==> src/design/eul_pkg.sv <==
// ---------------------------------------------------------------------------
// Euler rotator package
// Widths, register codes and shared types of the Euler XYZ point rotator.
// ---------------------------------------------------------------------------
package eul_pkg;

  // Field widths.
  localparam int PtW    = 32;  // Q16.16 coordinate on the ports
  localparam int TrigW  = 16;  // Q2.14 sine or cosine
  localparam int ScaleW = 16;  // Q8.8 unsigned scale
  localparam int OpW    = 2;
  localparam int CoordW = 48;  // internal coordinate, unsaturated
  localparam int ProdW  = 64;  // coordinate times trig value
  localparam int DataW  = 32;  // configuration data bus

  // Configuration address map: register i at byte address 4*i.
  localparam int NumRegs = 7;
  localparam int RegIdxW = 3;
  localparam int AddrW   = RegIdxW + 2;

  // Rounding constants.
  localparam int TrigFrac  = 14;
  localparam int ScaleFrac = 8;
  localparam logic [ScaleW-1:0] UnitScale = ScaleW'(1 << ScaleFrac);

  // Saturation bounds of the Q16.16 result.
  localparam logic signed [CoordW-1:0] SatMax = CoordW'(64'sh7FFF_FFFF);
  localparam logic signed [CoordW-1:0] SatMin = -CoordW'(64'sh8000_0000);

  // Number of register stages from input word to result word.
  localparam int PipeDepth = 9;
  localparam int CntW      = 4;

  // Register indexes.
  typedef enum logic [RegIdxW-1:0] {
    REG_COS_X,
    REG_SIN_X,
    REG_COS_Y,
    REG_SIN_Y,
    REG_COS_Z,
    REG_SIN_Z,
    REG_SCALE
  } reg_idx_t;

  // Rotation axis handled by one rotation stage.
  typedef enum logic [1:0] {
    AXIS_X,
    AXIS_Y,
    AXIS_Z
  } axis_t;

  // Configuration register contents.
  typedef struct packed {
    logic signed [TrigW-1:0] cos_x;
    logic signed [TrigW-1:0] sin_x;
    logic signed [TrigW-1:0] cos_y;
    logic signed [TrigW-1:0] sin_y;
    logic signed [TrigW-1:0] cos_z;
    logic signed [TrigW-1:0] sin_z;
    logic [ScaleW-1:0]       scale;
  } cfg_t;

  localparam cfg_t CfgReset = '{
    cos_x: TrigW'(16384),
    sin_x: '0,
    cos_y: TrigW'(16384),
    sin_y: '0,
    cos_z: TrigW'(16384),
    sin_z: '0,
    scale: UnitScale
  };

  // Word travelling down the pipeline.
  typedef struct packed {
    logic [OpW-1:0]           op;
    logic signed [CoordW-1:0] x;
    logic signed [CoordW-1:0] y;
    logic signed [CoordW-1:0] z;
    logic signed [PtW-1:0]    ox;
    logic signed [PtW-1:0]    oy;
    logic signed [PtW-1:0]    oz;
  } item_t;

endpackage

==> src/design/eul_scale.sv <==
// ---------------------------------------------------------------------------
// Euler rotator scale stage
// Two pipeline stages: multiply by the scale factor, then round back to
// Q16.16. Words that are not scaled go through a factor of one.
// ---------------------------------------------------------------------------
module eul_scale (
  input  logic                       clk,
  input  logic                       rst_n,
  input  logic                       in_valid,
  output logic                       in_ready,
  input  eul_pkg::item_t             in_item,
  input  logic [eul_pkg::ScaleW-1:0] scale,
  output logic                       out_valid,
  input  logic                       out_ready,
  output eul_pkg::item_t             out_item
);
  import eul_pkg::*;

  logic                      a_vld_r;
  item_t                     a_item_r;
  logic signed [CoordW-1:0]  a_px_r, a_py_r, a_pz_r;
  logic signed [CoordW-1:0]  px_nxt, py_nxt, pz_nxt;
  logic [ScaleW-1:0]         fac;
  logic                      b_vld_r;
  item_t                     b_item_r;
  item_t                     b_item_nxt;
  logic                      b_rdy;

  // Per-stage flow control.
  assign b_rdy    = !b_vld_r || out_ready;
  assign in_ready = !a_vld_r || b_rdy;

  // Multiply stage.
  always_comb begin
    fac    = in_item.op[1] ? scale : UnitScale;
    px_nxt = $signed(in_item.x[PtW-1:0]) * $signed({1'b0, fac});
    py_nxt = $signed(in_item.y[PtW-1:0]) * $signed({1'b0, fac});
    pz_nxt = $signed(in_item.z[PtW-1:0]) * $signed({1'b0, fac});
  end

  // Round half up back to Q16.16.
  always_comb begin
    b_item_nxt   = a_item_r;
    b_item_nxt.x = (a_px_r + CoordW'(128)) >>> ScaleFrac;
    b_item_nxt.y = (a_py_r + CoordW'(128)) >>> ScaleFrac;
    b_item_nxt.z = (a_pz_r + CoordW'(128)) >>> ScaleFrac;
  end

  always_ff @(posedge clk) begin
    if (!rst_n) begin
      a_vld_r <= 1'b0;
      b_vld_r <= 1'b0;
    end else begin
      if (in_ready) begin
        a_vld_r <= in_valid;
      end
      if (b_rdy) begin
        b_vld_r <= a_vld_r;
      end
    end
  end

  always_ff @(posedge clk) begin
    if (in_ready && in_valid) begin
      a_item_r <= in_item;
      a_px_r   <= px_nxt;
      a_py_r   <= py_nxt;
      a_pz_r   <= pz_nxt;
    end
    if (b_rdy && a_vld_r) begin
      b_item_r <= b_item_nxt;
    end
  end

  assign out_valid = b_vld_r;
  assign out_item  = b_item_r;

endmodule

==> config.mk <==
export PLATFORM = sky130hd
export DESIGN_NAME = eul_scale
export DESIGN_NICKNAME = d
export VERILOG_FILES = /design/src/design/eul_pkg.sv /design/src/design/eul_scale.sv
export SDC_FILE = /design/constraint.sdc
export NUM_CORES = 2
export LEC_CHECK = 0
export BUFFER_PORTS_ARGS = -buffer_cell sky130_fd_sc_hd__buf_2
export CAP_MARGIN = 20
export CELL_PAD_IN_SITES_DETAIL_PLACEMENT = 1
export CELL_PAD_IN_SITES_GLOBAL_PLACEMENT = 2
export CORE_UTILIZATION = 44
export DETAILED_ROUTE_END_ITERATION = 6
export PLACE_DENSITY_LB_ADDON = 0.1
export SYNTH_ARGS = -nofsm -noshare
export SYNTH_HDL_FRONTEND = slang
export SYNTH_SLANG_ARGS = --single-unit
==> constraint.sdc <==
create_clock -name clk -period 26.9 [get_ports clk]
set_clock_uncertainty 0.2 [all_clocks]
set_input_delay 6.725 -clock clk [delete_from_list [all_inputs] [get_ports clk]]
set_output_delay 6.725 -clock clk [all_outputs]
set_load 0.03 [all_outputs]
Yosys cells after proc, flatten, opt, wreduce, memory -nomap -nowiden
Cells that the tools add are included.
{ "op_classes": {"addsub": 3, "multipliers": 3, "div": 0, "n_lt_le_gt_ge": 0, "n_eq_ne": 0, "shifts": 0, "muxes": 1, "bitwise": 0, "reduce_logical": 6} }
{ "op_table": {"columns": ["operator", "n"], "rows": [
  ["adder 48 x 9 -> 48 bit, second input constant", 3],
  ["multiplier 32 x 17 -> 48 bit", 3],
  ["two-way mux 16 bit", 1],
  ["logical AND 1 bit", 2],
  ["logical NOT 1 bit", 2],
  ["logical OR 1 bit", 2]
]} }
{ "totals": {"ff_bits": 462, "latch_bits": 0, "ram_bits": 0, "mem_bits_ro": 0, "input_bits": 262, "out_inout_bits": 244, "wordCells": 29, "memories": 0} }

Depth between registers and ports, before layout
{ "depth": {"word_depth": 4, "mapped_depth": 28, "mapped_depth_nobuf": 26} }

Worst setup path before layout
No wires, ideal clock.
{ "synth_timing": {"path_kind": "input-to-reg", "from": "in out_ready", "to": "reg b_item_r (netlist bit out_item[0]) (enable)", "setup_time_ns": 0.827, "arrival_time_ns": 16.421, "path_slack_ns": 9.453, "path_stages": 2, "path_buffers": 0, "path_cell_list": "nor2b_1 > nor2b_1"} }
{ "synth_via": {"elab_chain_len": 2} }
{ "synth_rtl": {"columns": ["item", "line_no", "rtl"], "rows": [
  ["start, declared", "eul_scale.sv:14", "input logic out_ready,"],
  ["logical OR 1 bit", "eul_scale.sv:30", "assign b_rdy = !b_vld_r || out_ready;"],
  ["logical AND 1 bit", "eul_scale.sv:70", "if (b_rdy && a_vld_r) begin"],
  ["end signal, assigned", "eul_scale.sv:71", "b_item_r <= b_item_nxt;"],
  ["end, declared", "eul_scale.sv:25", "item_t b_item_r;"]
]} }
No other way between the ends.
A chain may end at the register's enable or synchronous reset.

Worst setup path after layout
{ "layout_timing": {"from": "in in_item[241] (netlist bit)", "to": "reg a_px_r[46] (data pin)"} }
{ "layout_via": {"elab_chain_len": 2} }
{ "layout_rtl": {"columns": ["item", "line_no", "rtl"], "rows": [
  ["start, declared", "eul_scale.sv:11", "input eul_pkg::item_t in_item,"],
  ["two-way mux 16 bit", "eul_scale.sv:35", "fac = in_item.op[1] ? scale : UnitScale;"],
  ["multiplier 32 x 17 -> 48 bit", "eul_scale.sv:36", "px_nxt = $signed(in_item.x[PtW-1:0]) * $signed({1'b0, fac});"],
  ["named net px_nxt[46]", "eul_scale.sv:22", "logic signed [CoordW-1:0] px_nxt, py_nxt, pz_nxt;"],
  ["end signal, assigned", "eul_scale.sv:66", "a_px_r <= px_nxt;"],
  ["end, declared", "eul_scale.sv:21", "logic signed [CoordW-1:0] a_px_r, a_py_r, a_pz_r;"]
]} }
The timed path passes the listed nets, and every way through them passes these cells.

==> qor.csv <==
stage,metric,value,unit
critical_path,worstRegToRegCells,10,
grt,grt_antenna_before_repair,31,
critical_path,ff2ff_setup_slack,23520,ps
clocking,cts_tree,done,
clocking,cts_buffers,49,
sta,setup_viol,0,
clocking,clock-root-buffer,sky130_fd_sc_hd__clkbuf_16,
floorplan,fp.coreArea,154000,um2
clocking,cts-root-to-sink-buffers,3,
min_path,worst_hold_path.num_cells,0,
clocking,cts-htree-levels,2,
grt,groute.layer.met1.usage,35.7,%
floorplan,num_io_pins,506,
power,vdd.ir_drop.worst,0.0952,mV
floorplan,die_x,396,um
clocking,post_cts_buffers,0,
grt,largest_net_degree_at_the_start_of_global_routing,206,
final_layout,final_cell_area,73600,um2
logic_synthesis,syn-num-nets,8855,
critical_path,crit_path_max_fanout,205,
critical_path,startpoint_type_of_the_worst_setup_path,input pin,
run_status,status,finished clean,
min_path,hp-start,a_item_r[42],
logic_synthesis,postSynth.asyncResetShare,0,%
min_path,worst_hold_path.endpoint,out_item[42],
route,drt-pass1-iter-count,7,
logic_synthesis,post_synth.cell_area_avg,10.0,um2
power,total_power,0.00825,W
floorplan,floorplan.initialDensity,44.3,%
clocking,clkSlewWorstSetupHoldPaths,60,ps
grt,gr-total-overflow,0,
place,gp_congestion,0.820,
grt,grt_util_met3,3.50,%
sta,finalCritPeriodShare,57.2,%
logic_synthesis,synthesis.area,68100,um2
critical_path,critical_path_arrival,15610,ps
route,ant_nets,0,
route,postRouteWirelength,200000,um
route,routed_via_density,5.24,
logic_synthesis,synth-seq-cells,441,
critical_path,worst_r2r_startpoint,a_py_r[9],
grt,grt_use_total,26.3,%
logic_synthesis,yosys_warnings,0,
place,place.detailed.hpwl,150000,um
route,drcViolationCount,0,
floorplan,floorplan.rows,144,
flow_run,max-cap-violations,0,
critical_path,worstPathRequired,27120,ps
power,cellPowerDensity,112,nW/um2
final_layout,design.final.nets,9048,
grt,grt.busiest_layer,met2,
grt,grt_use_met2,44.6,%
sta,maxSlewViolCount,0,
critical_path,worst_setup_path_end_kind,register,
logic_synthesis,cell_type_with_the_highest_aggregate_area_in_the_netlist,sky130_fd_sc_hd__fa_1,
sta,setup-tns-final,0,ps
sta,fmax,65.0,MHz
logic_synthesis,synth-edff-count,439,
sta,worst_pin_slew,993,ps
logic_synthesis,synthDistinctLibCells,75,
critical_path,timing.critical_path.depth,27,
final_layout,drive_above_1_share,8.95,%
floorplan,floorplan.die.height,396,um
place,port_buffers,457,
critical_path,critical_path_buf_inv_count,9,
route,wire_per_inst,22.0,um
critical_path,worst_path_top_cell_family_by_delay,adder cells,
clocking,clk-insertion-delay-late,670,ps
place,placement.cell_area,72000,um2
grt,first_pass_grt_wire_length,315000,um
power,leakage,37.5,nW
sta,rsz0062_at_grt,false,
sta,hold_viol_final,0,
sta,layout_min_cycle_time,15390,ps
grt,via_count_of_the_first_global_routing_pass,53500,
clocking,cts-hold-fix-buffers,0,
final_layout,layout-area-overhead-vs-synth,7.99,%
critical_path,crit_path_max_incr_delay,730,ps
critical_path,timing.critical_path.slowest_stage_cell,sky130_fd_sc_hd__buf_4,
route,drt_iter0_markers,2420,
logic_synthesis,cells_after_synthesis,6808,
clocking,cts_repair_resize_count,0,
logic_synthesis,ys_top_cells_by_area,"sky130_fd_sc_hd__fa_1 (42%), sky130_fd_sc_hd__edfxtp_1 (19%), sky130_fd_sc_hd__inv_1 (9.4%), sky130_fd_sc_hd__and3_1 (6.5%), sky130_fd_sc_hd__ha_1 (6.2%)",
min_path,worst_hold_path_type,reg2reg,
clocking,tritoncts_num_sinks,441,
floorplan,fp.dieArea,156000,um2
logic_synthesis,yosys_most_used_dff,sky130_fd_sc_hd__edfxtp_1,
critical_path,worst_r2r_endpoint,out_item[180],
logic_synthesis,synth.yosys.seq_area_share,19.4,%
route,vias,47600,
critical_path,critPathKind,in2reg,
logic_synthesis,synth.top_cell.area_share,42.5,%
sta,worst_slew_margin_rel,33.8,%
-- flip-flops by register name, indices dropped and copies added, names as in the netlist --
| signal | count |
|---|---|
| out_item | 218 |
| a_item_r | 98 |
| a_px_r | 41 |
| a_py_r | 41 |
| a_pz_r | 41 |
| a_vld_r | 1 |
| out_valid | 1 |
-- power by group --
group	switching (W)	internal (W)	total [W]
Combinational	0.00362	0.00258	0.00620
Clock	0.000293	0.000393	0.000687
Sequential	0.000110	0.00125	0.00136
Total	0.00403	0.00422	0.00825
-- through the flow --
| step | setup slack [ps] | cells | hold WS, ps | util, % |
|---|---|---|---|---|
| CTS | 11570 | 9084 | 216 | 47.8 |
| global placement | 10980 | 8994 | 200 | 46.8 |
| floorplan | 9450 | 6808 | 200 | - |
| global route | 11120 | 9090 | 222 | 47.8 |
| finish | 11510 | 9096 | 213 | 47.8 |
| detailed placement | 10850 | 8994 | 205 | 46.8 |
-- worst max path at each step --
| stage | from | endpoint | slack (ps) |
|---|---|---|---|
| 2_1_floorplan | out_ready | out_item[0] | 9450 |
| 3_3_place_gp | in_item[241] | a_px_r[46] | 10980 |
| 3_5_place_dp | in_item[241] | a_px_r[46] | 10850 |
| 4_1_cts | in_item[241] | a_px_r[46] | 11570 |
| 5_1_grt | in_item[241] | a_px_r[46] | 11120 |
| 6_report | in_item[241] | a_px_r[46] | 11510 |
-- cell type report --
class                           instances  area (um2)
Tap cell                             2044        2560
Clock inverter                         31         334
Inverter                             1715        6440
Sequential cell                       441       13200
Fill cell                           17300       80300
Antenna cell                           12        30.0
Clock buffer                           59        1260
Multi-Input combinational cell       4285       47000
Timing Repair Buffer                  509        2700
-- cell families (layout without fill, tap and decap cells) --
kind of cell / count (synthesis) / after routing / synth area share, %
flops: 441 / 441 / 19.4
simple gates: 1975 / 1975 / 14.3
compound gates: 270 / 270 / 2.73
other cells: 0 / 12 / 0
xor+xnor: 255 / 255 / 3.28
fa+ha+maj: 1785 / 1785 / 48.7
buf+inv: 2082 / 2314 / 11.6
-- placed cells by master, fill, tap and decap left out, types with 35 or more instances in the layout --
cell / synthesis / routed
sky130_fd_sc_hd__buf_2: 1 / 456
sky130_fd_sc_hd__and3_1: 704 / 704
sky130_fd_sc_hd__nand4_1: 35 / 35
sky130_fd_sc_hd__nor2_1: 90 / 90
sky130_fd_sc_hd__edfxtp_1: 439 / 439
sky130_fd_sc_hd__xnor2_1: 183 / 183
sky130_fd_sc_hd__inv_1: 1715 / 1715
sky130_fd_sc_hd__clkbuf_16: 0 / 49
sky130_fd_sc_hd__ha_1: 339 / 339
sky130_fd_sc_hd__buf_4: 26 / 51
sky130_fd_sc_hd__xor2_1: 72 / 72
sky130_fd_sc_hd__a21oi_1: 84 / 84
sky130_fd_sc_hd__a21o_1: 46 / 46
sky130_fd_sc_hd__nand3_1: 65 / 65
sky130_fd_sc_hd__nand2_1: 945 / 945
sky130_fd_sc_hd__fa_1: 1446 / 1446
-- layer usage --
layer,share of wire [%],vias to the layer above
met1,43,25400
met5,0.070,-
met3,5.4,250
li1,-,20900
met4,2.4,26
met2,49,1105
-- Yosys cell counts (65+ instances only) --
cell type                     n
sky130_fd_sc_hd__clkbuf_1   337
sky130_fd_sc_hd__edfxtp_1   439
sky130_fd_sc_hd__nand2_1    945
sky130_fd_sc_hd__inv_1     1715
sky130_fd_sc_hd__a21oi_1     84
sky130_fd_sc_hd__ha_1       339
sky130_fd_sc_hd__nor2_1      90
sky130_fd_sc_hd__fa_1      1446
sky130_fd_sc_hd__xnor2_1    183
sky130_fd_sc_hd__xor2_1      72
sky130_fd_sc_hd__and3_1     704
sky130_fd_sc_hd__nand3_1     65
-- worst reg2reg max path, delay by kind of cell, from the launching register on --
family	cells	cell delay [ps]
flip-flops	1	390
AND/OR/NAND/NOR	9	2410
XOR/XNOR	1	160
(Power assumes the default switching activity.)
