## config.mk

```make
export PLATFORM = sky130hd
export DESIGN_NAME = eul_out
export DESIGN_NICKNAME = d
export VERILOG_FILES = /design/src/design/eul_pkg.sv /design/src/design/eul_out.sv
export SDC_FILE = /design/constraint.sdc
export NUM_CORES = 1
export LEC_CHECK = 0
export BUFFER_PORTS_ARGS = -buffer_cell sky130_fd_sc_hd__clkbuf_2
export CAP_MARGIN = 10
export CORE_UTILIZATION = 55
export CTS_CLUSTER_DIAMETER = 60
export DETAILED_ROUTE_END_ITERATION = 12
export GPL_ROUTABILITY_DRIVEN = 0
export GPL_TIMING_DRIVEN = 0
export PLACE_DENSITY = 0.82
export SLEW_MARGIN = 25
export SYNTH_ARGS = -nofsm -noshare
export SYNTH_HDL_FRONTEND = slang
export SYNTH_SLANG_ARGS = --single-unit
```

## constraint.sdc

```tcl
create_clock -name clk -period 5.3 [get_ports clk]
set_input_delay 0.265 -clock clk [delete_from_list [all_inputs] [get_ports clk]]
set_output_delay 0.265 -clock clk [all_outputs]
set_load 0.02 [all_outputs]
```

## src/design/eul_pkg.sv

```systemverilog
// ---------------------------------------------------------------------------
// Euler rotator package
// Widths, register codes and shared types of the Euler XYZ point rotator.
// ---------------------------------------------------------------------------
package eul_pkg;

  // Field widths.
  localparam int PtW    = 32;  // Q16.16 coordinate on the ports
  localparam int TrigW  = 16;  // Q2.14 sine or cosine
  localparam int ScaleW = 16;  // Q8.8 unsigned scale
  localparam int OpW    = 2;
  localparam int CoordW = 48;  // internal coordinate, unsaturated
  localparam int ProdW  = 64;  // coordinate times trig value
  localparam int DataW  = 32;  // configuration data bus

  // Configuration address map: register i at byte address 4*i.
  localparam int NumRegs = 7;
  localparam int RegIdxW = 3;
  localparam int AddrW   = RegIdxW + 2;

  // Rounding constants.
  localparam int TrigFrac  = 14;
  localparam int ScaleFrac = 8;
  localparam logic [ScaleW-1:0] UnitScale = ScaleW'(1 << ScaleFrac);

  // Saturation bounds of the Q16.16 result.
  localparam logic signed [CoordW-1:0] SatMax = CoordW'(64'sh7FFF_FFFF);
  localparam logic signed [CoordW-1:0] SatMin = -CoordW'(64'sh8000_0000);

  // Number of register stages from input word to result word.
  localparam int PipeDepth = 9;
  localparam int CntW      = 4;

  // Register indexes.
  typedef enum logic [RegIdxW-1:0] {
    REG_COS_X,
    REG_SIN_X,
    REG_COS_Y,
    REG_SIN_Y,
    REG_COS_Z,
    REG_SIN_Z,
    REG_SCALE
  } reg_idx_t;

  // Rotation axis handled by one rotation stage.
  typedef enum logic [1:0] {
    AXIS_X,
    AXIS_Y,
    AXIS_Z
  } axis_t;

  // Configuration register contents.
  typedef struct packed {
    logic signed [TrigW-1:0] cos_x;
    logic signed [TrigW-1:0] sin_x;
    logic signed [TrigW-1:0] cos_y;
    logic signed [TrigW-1:0] sin_y;
    logic signed [TrigW-1:0] cos_z;
    logic signed [TrigW-1:0] sin_z;
    logic [ScaleW-1:0]       scale;
  } cfg_t;

  localparam cfg_t CfgReset = '{
    cos_x: TrigW'(16384),
    sin_x: '0,
    cos_y: TrigW'(16384),
    sin_y: '0,
    cos_z: TrigW'(16384),
    sin_z: '0,
    scale: UnitScale
  };

  // Word travelling down the pipeline.
  typedef struct packed {
    logic [OpW-1:0]           op;
    logic signed [CoordW-1:0] x;
    logic signed [CoordW-1:0] y;
    logic signed [CoordW-1:0] z;
    logic signed [PtW-1:0]    ox;
    logic signed [PtW-1:0]    oy;
    logic signed [PtW-1:0]    oz;
  } item_t;

endpackage

```

## src/design/eul_out.sv

```systemverilog
// ---------------------------------------------------------------------------
// Euler rotator output stage
// Adds the offset where the operation asks for it, saturates to Q16.16
// and holds the result word in the output register.
// ---------------------------------------------------------------------------
module eul_out (
  input  logic                          clk,
  input  logic                          rst_n,
  input  logic                          in_valid,
  output logic                          in_ready,
  input  eul_pkg::item_t                in_item,
  output logic                          out_valid,
  input  logic                          out_ready,
  output logic signed [eul_pkg::PtW-1:0] res_x,
  output logic signed [eul_pkg::PtW-1:0] res_y,
  output logic signed [eul_pkg::PtW-1:0] res_z
);
  import eul_pkg::*;

  logic                     vld_r;
  logic signed [PtW-1:0]    res_x_r, res_y_r, res_z_r;
  logic signed [CoordW-1:0] sx, sy, sz;

  function automatic logic signed [PtW-1:0] sat(input logic signed [CoordW-1:0] v);
    logic signed [PtW-1:0] r;
    if (v > SatMax) begin
      r = SatMax[PtW-1:0];
    end else if (v < SatMin) begin
      r = SatMin[PtW-1:0];
    end else begin
      r = v[PtW-1:0];
    end
    return r;
  endfunction

  assign in_ready = !vld_r || out_ready;

  // Offset add; offsets count only in the offset modes.
  always_comb begin
    sx = in_item.x;
    sy = in_item.y;
    sz = in_item.z;
    if (in_item.op[0]) begin
      sx = in_item.x + CoordW'(in_item.ox);
      sy = in_item.y + CoordW'(in_item.oy);
      sz = in_item.z + CoordW'(in_item.oz);
    end
  end

  always_ff @(posedge clk) begin
    if (!rst_n) begin
      vld_r <= 1'b0;
    end else if (in_ready) begin
      vld_r <= in_valid;
    end
  end

  always_ff @(posedge clk) begin
    if (in_ready && in_valid) begin
      res_x_r <= sat(sx);
      res_y_r <= sat(sy);
      res_z_r <= sat(sz);
    end
  end

  assign out_valid = vld_r;
  assign res_x     = res_x_r;
  assign res_y     = res_y_r;
  assign res_z     = res_z_r;

endmodule

```

* After elaboration in Yosys (flattened, before gate mapping)
Cells that the tools add are included.
** Word-level totals
- Bits in latches :: 0
- Register bits :: 97
- Memory bits (read-only) :: 0
- Memories :: 0
- Logic and storage cells :: 22
- Input port bits :: 246
- Bits in writable memories :: 0
** Operators by class
- Eq/ne operators :: 0
- Shifts and indexed selects :: 0
- Bitwise gates (word level) :: 0
- Div/mod/pow operators :: 0
- Reductions and logical operators :: 3
- Add/subtract/negate cells :: 3
- $mul :: 0
- Multiplexer cells :: 6
- Order comparisons :: 6
** Operators with widths (count)
- 48-bit by 32-bit adder with 48-bit output :: 3
- 48-bit by 32-bit > comparator with 1-bit output, second input constant :: 3
- 48-bit by 32-bit < comparator with 1-bit output, second input constant :: 3
- 48-bit two-way mux :: 3
- 32-bit two-way mux :: 3
- 1-bit logical AND :: 1
- 1-bit zero test :: 1
- 1-bit logical OR :: 1

* Longest topological paths before layout
Gate-level depths: netlist (run 1).
- Depth after elaboration :: 4
- Gate-level depth with buffers :: 16

* Worst setup path after synthesis (run 1)
OpenSTA, ideal clock, no wires.
- Path kind :: input to register
- From :: in in_item[64] in the netlist's numbering
- To :: reg res_x_r[10] (netlist: res_x[10]), data pin
- Setup time :: 0.270 ns
- Stages :: 16
- Arrival time :: 3.732 ns
- Data required time :: 5.030 ns
- Setup slack :: 1.298 ns
- Cell sequence :: ha_1 inv_1 fa_1 nor2b_1 o31ai_1 a211oi_1 o21ai_0 a211oi_1 o21ai_1 a21oi_1 mux2i_1 o311ai_0 or4b_1 o41ai_2 clkbuf_1 o21ai_0
** On the way
- Longest elaborated chain between the ends :: 4
- Elaborated cells between the ends (all ways) :: 5
- Those cells by class :: add/sub: 1; order compare: 2; mux: 2
** RTL lines
- start, declared :: line eul_out.sv:11 : input eul_pkg::item_t in_item,
- 48-bit by 32-bit adder with 48-bit output * :: line eul_out.sv:44 : sx = in_item.x + CoordW'(in_item.ox);
- 48-bit two-way mux * :: line eul_out.sv:43 : if (in_item.op[0]) begin
- 48-bit by 32-bit < comparator with 1-bit output :: line eul_out.sv:28 : end else if (v < SatMin) begin
- 32-bit two-way mux :: line eul_out.sv:28
- end signal, assigned :: line eul_out.sv:60 : res_x_r <= sat(sx);
- end, declared :: line eul_out.sv:21 : logic signed [PtW-1:0] res_x_r, res_y_r, res_z_r;
Every way passes the cells marked *; elsewhere a longest branch is shown, timed or not.
A chain may end at the register's enable or synchronous reset.

* Final worst setup path (run 1)
- From :: in in_item[31] in the netlist's numbering
- To :: reg res_z_r[2] (netlist: res_z[2]), data pin
** On the way
- Longest elaborated chain between the ends :: 4
- Elaborated cells between the ends (all ways) :: 5
- Those cells by class :: add/sub: 1; order compare: 2; mux: 2
** RTL lines
- 48-bit by 32-bit adder with 48-bit output * :: line eul_out.sv:46 : sz = in_item.z + CoordW'(in_item.oz);
- 48-bit two-way mux * :: line eul_out.sv:43
- 48-bit by 32-bit < comparator with 1-bit output :: line eul_out.sv:28
- 32-bit two-way mux :: line eul_out.sv:28
- end signal, assigned :: line eul_out.sv:62 : res_z_r <= sat(sz);
- end, declared :: line eul_out.sv:21
Marked as above.

==> flow_summary.ini, run 1 <==
[worst_hold_path]
holdCritStartpoint = rst_n
hp-class = primary input to register
whs_path_depth = 2
holdPathEnd = out_valid

[grt]
grt-ovfl-total = 0
grt_first_pass_wirelength_um = 70100
grt_pass1_vias = 14100
grt_util_all_layers_pct = 34.3
antenna_found_initial = 4
grt_max_degree = 54

[detailed_routing]
viasPerCell = 6.32
vias = 15200
ant_nets = 0
wl_um = 45100
dr.pass1.iters = 6
drtIter0Drc = 1489
wire_per_inst_um = 18.7
post-route-drc-count = 0

[pwr]
p_leak_nw = 7.15
power_w = 0.00353
powerDensity_nw_per_um2 = 219
vdd_drop_max_uv = 150

[timing]
slew_violations = 0
min_period_ps = 5060
slew_headroom_pct = 39.9
setup_viol = 0
fin_crit_sh_pct = 95.5
whs_ps = 170
fin_setup_tns_ps = 0
fin_worst_skew_ps = 17.9
fmaxAchievable_ghz = 0.198
hold_viol = 0
rsz0062_at_grt = no
worst_slew_pin_slew_ps = 901

[yosys]
synth.net_count = 2115
syn_area_per_cell_um2 = 7.91
synth_top_family_by_area = compound AO/OA/AOI/OAI gates
synth_ff_type = edfxtp_1
ys_ff_latch = 97
synthMuxAreaShare_pct = 7.31
synth-seq-area-share_pct = 21.3
synthSimpleGateAreaFrac_pct = 16.8
synth-edff-count = 96
synthAdderAreaFrac_pct = 13.4
synthesis.area_um2 = 13600
async_reset_ff_share_pct = 0
yosysUniqueCellTypes = 73
synth-compound-area-share_pct = 29.3
synth-xor-area-share_pct = 7.83
ys_warn_count = 0
syn_inst = 1725

[placed_design]
hpwl_um = 37000
io_buffers = 341

[floorplanning]
start_util_pct = 56.1
die_h_um = 159
ios = 344
die_w_um = 159
fp.coreArea_um2 = 24300
die-area_um2 = 25400
rows = 57

[clocking]
clk_path_buf_depth = 2
cts_setup_buffers = 0
cts_tree = done
clock_sinks = 97
ctsRootBufferMaster = clkbuf_16
clk_latency_ps = 370
cts_buffers = 9
htree_levels = 3
clkTransAtPathRegs_ps = 90

[finish]
nets = 2468
drive_gt1_share_pct = 19.0
fillers = 2096
regArea_um2 = 2900
finish.utilization_pct = 66.2
multi_input_area_um2 = 10200
area.growth.synth_to_final_pct = 18.1

[status]
status = completed

[setup_path]
crit_slowest_cell = a2111oi_0
path_buf_inv = 3
r2r_cells = 3
crit_top_cell = o21ai_0
r2r_setup_slack_ps = 3590
max_stage_delay_ps = 720
crit_type = primary input to register
crit_fanout = 18
r2r_start = out_valid
worstPathRequired_ps = 5400
worst_ep_arrival_time_ps = 5160
crit_path_end_kind = register
path_cells = clkbuf_2, ha_1, clkbuf_1, a21oi_1, o21ai_0, a2111oi_0, o21ai_0, o32ai_1, o21ai_0, xor2_1, mux2i_1, nor4_1, o2111a_1, a31oi_1, clkbuf_1, o21ai_0
r2r_end = res_x[31]
critPathLaunchType = primary input
crit_family = compound AO/OA/AOI/OAI gates

[job]
cap_violations = 0
==> flip-flops by register name, indices dropped and copies added, names as in the netlist <==
signal     flops
res_x         32
res_z         32
res_y         32
out_valid      1
==> layer usage <==
layer  global-route usage, %  vias to the layer above  part of all wire [%]
li1                        -                     7275                     -
met1                    43.9                     6885                    41
met2                    55.9                      907                    45
met3                    4.74                      168                   9.6
met4                    18.2                        0                   5.3
met5                       0                        -                     0
==> cell usage in the layout (no fill, tap or decap), types with 24 or more instances in the layout <==
cell type    n
inv_1       49
nand3_1     26
a31oi_1     29
o21a_1      25
nor2_1     115
edfxtp_1    96
o21bai_1    24
nor3_1      33
o21ai_0    165
clkbuf_2   341
xor2_1      42
nand2_1    148
ha_1       141
a211oi_1    26
o21ai_1     32
nand4_1     49
clkbuf_1    76
mux2i_1     85
a21o_1      59
xnor2_1     80
a21oi_1    190
==> where the power goes <==
group          leakage [nW]  switching [W]  internal [W]
clock                 0.146       0.000360      0.000335
sequential            0.908      0.0000259      0.000975
combinational          6.10        0.00114      0.000693
total                  7.15        0.00153       0.00200
==> area by class of cell <==
cell class                      instances  share of cell area (%)
Antenna cell                            4                  0.0621
Buffer                                 90                    2.27
Clock inverter                          7                   0.443
Multi-Input combinational cell       1489                    63.4
Clock buffer                            9                    1.40
Sequential cell                        97                    18.0
Timing Repair Buffer                  342                    10.8
Tap cell                              324                    2.52
Inverter                               49                    1.14
==> worst max path at each step <==
| stage | start | to | slack, ps | cells after the start |
|---|---|---|---|---|
| 6_report | in_item[31] | res_z[2] | 240 | 16 |
| 5_1_grt | in_item[31] | res_z[2] | 70 | 16 |
| 2_1_floorplan | in_item[64] | res_x[10] | 1300 | 16 |
| 4_1_cts | in_item[192] | res_x[29] | 40 | 17 |
| 3_5_place_dp | in_item[192] | res_x[29] | -310 | 17 |
| 3_3_place_gp | in_item[192] | res_x[29] | -170 | 17 |
==> kinds of logic after synthesis <==
logic type                 count (synthesis)
xor gates and xnor gates                 122
AOI/OAI and AO/OA                        650
muxes                                     98
DFF                                       97
adders and majority gates                144
and+or+nand+nor                          475
buffers and inverters                    139
==> stage by stage <==
stage | cell area, um2 | instances | setup WS [ps]
after detailed placement | 15800 | 2391 | -306
after global routing | 16100 | 2408 | 65.6
final | 16100 | 2411 | 240
after CTS | 16100 | 2407 | 42.1
after floorplan | 13600 | 1725 | 1300
after global placement | 15800 | 2390 | -168
==> Yosys cell counts, drive strengths merged, types with 4 or more instances <==
master   number  area share, %
o21a         25            1.4
edfxtp       96             21
o31ai        10           0.59
nand2       150            4.2
o21bai       24            1.3
nand4        49            2.2
o211a         5           0.37
a31oi        29            1.3
a21oi       190            7.0
nor2        115            3.2
mux2         13            1.1
and4          7           0.45
ha          141             13
o22ai         6           0.28
xor2         42            2.7
inv          49            1.3
a211oi       28            1.5
and3         16           0.74
nor4         12           0.66
nand2b       19           0.87
or4           4           0.22
nor3         33            1.2
a221oi        4           0.26
a21o         60            3.3
a2111oi      10           0.79
o21ai       197            7.2
a41o          4           0.29
nor2b        15           0.69
mux2i        85            6.2
or3           8           0.37
o211ai       15           0.83
and2         12           0.55
buf          14           0.59
o221ai        4           0.26
nand3        26           0.95
a21boi        5           0.28
clkbuf       76            2.1
o311ai        6           0.39
xnor2        80            5.1
==> timing repair <==
action | in CTS | in global routing
gates resized for setup | 0 | 3
endpoints found under the setup margin | 0 | 30
hold buffers | 0 | 0
No activity file was read; power rests on OpenSTA's default activity.
==> run 2: changes to the inputs <==
- CORE_MARGIN: not set -> 10
- PLACE_DENSITY: 0.82 -> 0.84
==> run 2 against run 1 <==
Clock skew fell by 6.5 ps. Sequential cell count did not move. Cell count rose by 0.25%. Highest routed layer is now met5. Sequential share of layout area fell by 0.057 points. Final area rose by 0.32%.
==> flow_summary.ini, run 2 (same netlist as run 1, synthesis figures left out) <==
[detailed_routing]
vias = 15300
viasPerCell = 6.31
ant_nets = 0
drtIter0Drc = 1675
wl_um = 47900
dr.pass1.iters = 6
post-route-drc-count = 0
wire_per_inst_um = 19.8

[finish]
final_common_cell = clkbuf_2
nets = 2468
mostFrequentLayoutCells = clkbuf_2 (341), a21oi_1 (190), o21ai_0 (165), nand2_1 (148), ha_1 (141)
area.growth.synth_to_final_pct = 18.5
finish.utilization_pct = 66.3
drive_gt1_share_pct = 19.0

[clocking]
cts_buffers = 9
ctsRootBufferMaster = clkbuf_16
cts_tree = done
clk_latency_ps = 360
clock_sinks = 97
holdBufCountCts = 0
htree_levels = 3
clk_path_buf_depth = 2
clkTransAtPathRegs_ps = 70

[timing]
rsz0062_at_grt = no
fin_crit_sh_pct = 93.4
setup_ws_ps = 348
min_period_ps = 4950
fin_setup_tns_ps = 0
hold_viol = 0
whs_ps = 152
worst_slew_pin_slew_ps = 1060
fin_worst_skew_ps = 11.4
fmaxAchievable_ghz = 0.202
setup_viol = 0
slew_violations = 0
slew_headroom_pct = 29.5

[floorplanning]
die_w_um = 177
die-area_um2 = 31500
die_h_um = 177
fp.coreArea_um2 = 24400
ios = 344
rows = 57
start_util_pct = 55.9

[grt]
grt-ovfl-total = 0
grt_pass1_vias = 14600
grt_util_all_layers_pct = 28.9
grt_first_pass_wirelength_um = 74100
grt_max_degree = 52
antenna_found_initial = 8

[placed_design]
io_buffers = 341
hpwl_um = 39800
place_ws_ps = -113

[worst_hold_path]
hp-class = primary input to register

[pwr]
power_w = 0.00361
powerDensity_nw_per_um2 = 223
vdd_drop_max_uv = 151
p_leak_nw = 7.17

[setup_path]
crit_type = primary input to register
worstPathRequired_ps = 5350
critPathLaunchType = primary input
crit_path_end_kind = register
worst_ep_arrival_time_ps = 5000
crit_fanout = 10

[job]
cap_violations = 0

[status]
status = completed
[run 2: final timing paths]
check / startpoint / to / slack [ps] / cells after the start
max: in_item[192] / res_x[24] / 350 / 17
min: rst_n / out_valid / 150 / 2
max reg2reg: out_valid / res_x[3] / 3600 / 3
min reg2reg: out_valid / out_valid / 590 / 2
[run 2: where the power goes]
| group | internal (W) | switching, W | leakage [nW] | total, W |
|---|---|---|---|---|
| sequential | 0.000976 | 0.0000278 | 0.908 | 0.00100 |
| clock | 0.000424 | 0.000344 | 0.163 | 0.000768 |
| combinational | 0.000694 | 0.00114 | 6.10 | 0.00184 |
[run 2: cell type report]
cell class | count | area (um2)
Tap cell | 324 | 405
Timing Repair Buffer | 342 | 1730
Buffer | 90 | 365
Multi-Input combinational cell | 1489 | 10200
Sequential cell | 97 | 2900
Inverter | 49 | 184
Antenna cell | 10 | 25.0
Clock buffer | 9 | 225
Clock inverter | 7 | 111
Fill cell | 2109 | 8230
[run 2: per-layer routing]
layer  global-route usage [%]  routed length [um]  vias to the layer above
met5                        0                  51                        -
met3                     5.55                4870                      165
li1                         -                   -                     7255
met2                     47.8               22000                      874
met1                     35.3               18800                     6965
met4                     14.3                2280                        2
[run 2: repair_timing]
| item | 4_1_cts | 5_1_grt |
|---|---|---|
| setup endpoints to repair | 0 | 29 |
| buffers inserted | 0 | 0 |
| resized for setup | 0 | 3 |
[run 2: per-stage QoR]
stage,cell area (um2),std cells
floorplan,13600,1725
global placement,15800,2390
detailed placement,15800,2391
CTS,16100,2407
global route,16100,2412
finish,16200,2417
[run 2: worst max-delay path: stages]
cell	delay [ps]
clkbuf_2	100
ha_1	210
inv_1	70
fa_1	370
nor2b_1	230
o31ai_1	120
a211oi_1	460
o21ai_0	330
a211oi_2	370
o21ai_1	140
a21oi_1	210
mux2i_1	190
o311ai_0	200
or4b_1	620
o41ai_4	510
clkbuf_1	320
o21ai_0	280
==> run 3: changes to the inputs <==
- CORE_MARGIN: 10 -> 3
==> run 3 against run 2 <==
Combinational power about the same. Utilization rose by 1.1 points. Die area shrank 15%. Sequential cell count stayed put. Non-clock buffer count did not move. Largest cell class unchanged.
==> flow_summary.ini, run 3 (same netlist as run 1, synthesis figures left out) <==
[setup_path]
startpoint = in_item[192]
critPathLaunchType = primary input
crit_fanout = 10
r2r_start = out_valid
worst_ep_arrival_time_ps = 5090
max_stage_delay_ps = 600
worstPathRequired_ps = 5360
crit_top_cell = o21ai_0
crit_type = primary input to register
path_cells = clkbuf_2, ha_1, inv_1, fa_1, nor2b_1, o31ai_1, a211oi_1, o21ai_0, a211oi_2, o21ai_1, a21oi_1, mux2i_1, o311ai_0, or4b_1, o41ai_4, clkbuf_1, o21ai_0
crit_path_end_kind = register
crit_slowest_cell = or4b_1

[floorplanning]
die_w_um = 163
die_h_um = 163
fp.coreArea_um2 = 23900
start_util_pct = 57.1
die-area_um2 = 26700
rows = 56
ios = 344

[timing]
setup_viol = 0
worst_slew_pin_slew_ps = 891
slew_headroom_pct = 40.6
fin_worst_skew_ps = 14.7
hold_viol = 0
slew_violations = 0
min_period_ps = 5040
fin_crit_sh_pct = 95.0
fmaxAchievable_ghz = 0.199
fin_setup_tns_ps = 0
rsz0062_at_grt = no

[placed_design]
hpwl_um = 36900
placed_cell_area_um2 = 15800
io_buffers = 341
place_inst = 2386

[job]
cap_violations = 0

[clocking]
clk_path_buf_depth = 2
cts_setup_buffers = 0
cts_buffers = 9
cts.repair.resized = 0
ctsRootBufferMaster = clkbuf_16
holdBufCountCts = 0
clk_latency_ps = 350
clock_sinks = 97
clkTransAtPathRegs_ps = 90
htree_levels = 3
cts_tree = done

[detailed_routing]
vias = 15300
wl_um = 45100
viasPerCell = 6.35
dr.pass1.iters = 6
ant_nets = 0
post-route-drc-count = 0
wire_per_inst_um = 18.8
drtIter0Drc = 1662

[pwr]
powerDensity_nw_per_um2 = 218
comb_power_share_pct = 52.0
p_leak_nw = 7.15
vdd_drop_max_uv = 161
power.internal_w = 0.00200
pwr-share-seq_pct = 28.5
clockPowerShare_pct = 19.5
p_sw_w = 0.00151
swShare_pct = 43.1

[finish]
stdcell_count = 2405
final_common_cell = clkbuf_2
finish.utilization_pct = 67.3
nets = 2468
area.growth.synth_to_final_pct = 18.0
mostFrequentLayoutCells = clkbuf_2 (341), a21oi_1 (190), o21ai_0 (165), nand2_1 (148), ha_1 (141)
drive_gt1_share_pct = 19.0
fin_area_um2 = 16100

[grt]
grt_max_degree = 53
antenna_found_initial = 5
grt_first_pass_wirelength_um = 70700
grt_pass1_vias = 14400
grt-ovfl-total = 0
grt_util_all_layers_pct = 32.4

[status]
status = completed

[worst_hold_path]
holdCritStartpoint = rst_n
hp-class = primary input to register
[run 3: changes by cell type in the layout (fill, tap and decap cells not counted)]
cell	change
a2111oi_0	+1
a2111oi_1	-1
bufinv_16	-2
clkinv_2	+1
clkinv_4	-1
clkinvlp_4	+1
diode_2	-7
inv_6	+1
[run 3: through the flow]
step	power, W	hold WS [ps]	setup WS [ps]
final	0.00351	156	263
after global routing	0.00372	160	59.2
after CTS	0.00347	148	111
after detailed placement	0.00279	530	-223
after global placement	0.00275	510	-134
after floorplan	0.00228	404	1300
[run 3: layout make-up]
type	count	area, um2
Fill cell	2043	7800
Antenna cell	3	7.51
Clock buffer	9	225
Tap cell	319	399
Inverter	49	184
Clock inverter	7	63.8
Multi-Input combinational cell	1489	10200
Timing Repair Buffer	342	1730
Sequential cell	97	2900
Buffer	90	365
[run 3: path summary, 6_finish.rpt]
path / depth (start not counted) / endpoint / slack [ps]
worst max-delay path: 17 / res_x[24] / 260
worst min-delay path: 2 / out_valid / 160
worst max register to register: 3 / res_x[14] / 3570
worst min register to register: 2 / out_valid / 600
[run 3: power groups by stage]
stage / Sequential, W / Combinational, W / Clock (W)
after floorplan: 0.00114 / 0.00114 / 0
after global routing: 0.00101 / 0.00200 / 0.000715
final: 0.000999 / 0.00183 / 0.000684
after detailed placement: 0.00102 / 0.00178 / 0
after global placement: 0.00102 / 0.00173 / 0
after CTS: 0.00100 / 0.00179 / 0.000683
[run 3: worst max-delay path, delay by kind of cell]
family	cells	cell delay, ps
muxes	1	200
AOI/OAI and AO/OA	9	2580
buffers and inverters	3	620
adders and majority gates	2	620
and+or+nand+nor	2	800
[run 3: per-layer routing]
metal | share of wire, % | vias to the layer above | track usage, %
li1 | - | 7249 | -
met1 | 40 | 6957 | 41.1
met2 | 45 | 866 | 52.8
met3 | 9.8 | 198 | 6.01
met4 | 5.6 | 6 | 16.3
met5 | 0.10 | - | 0
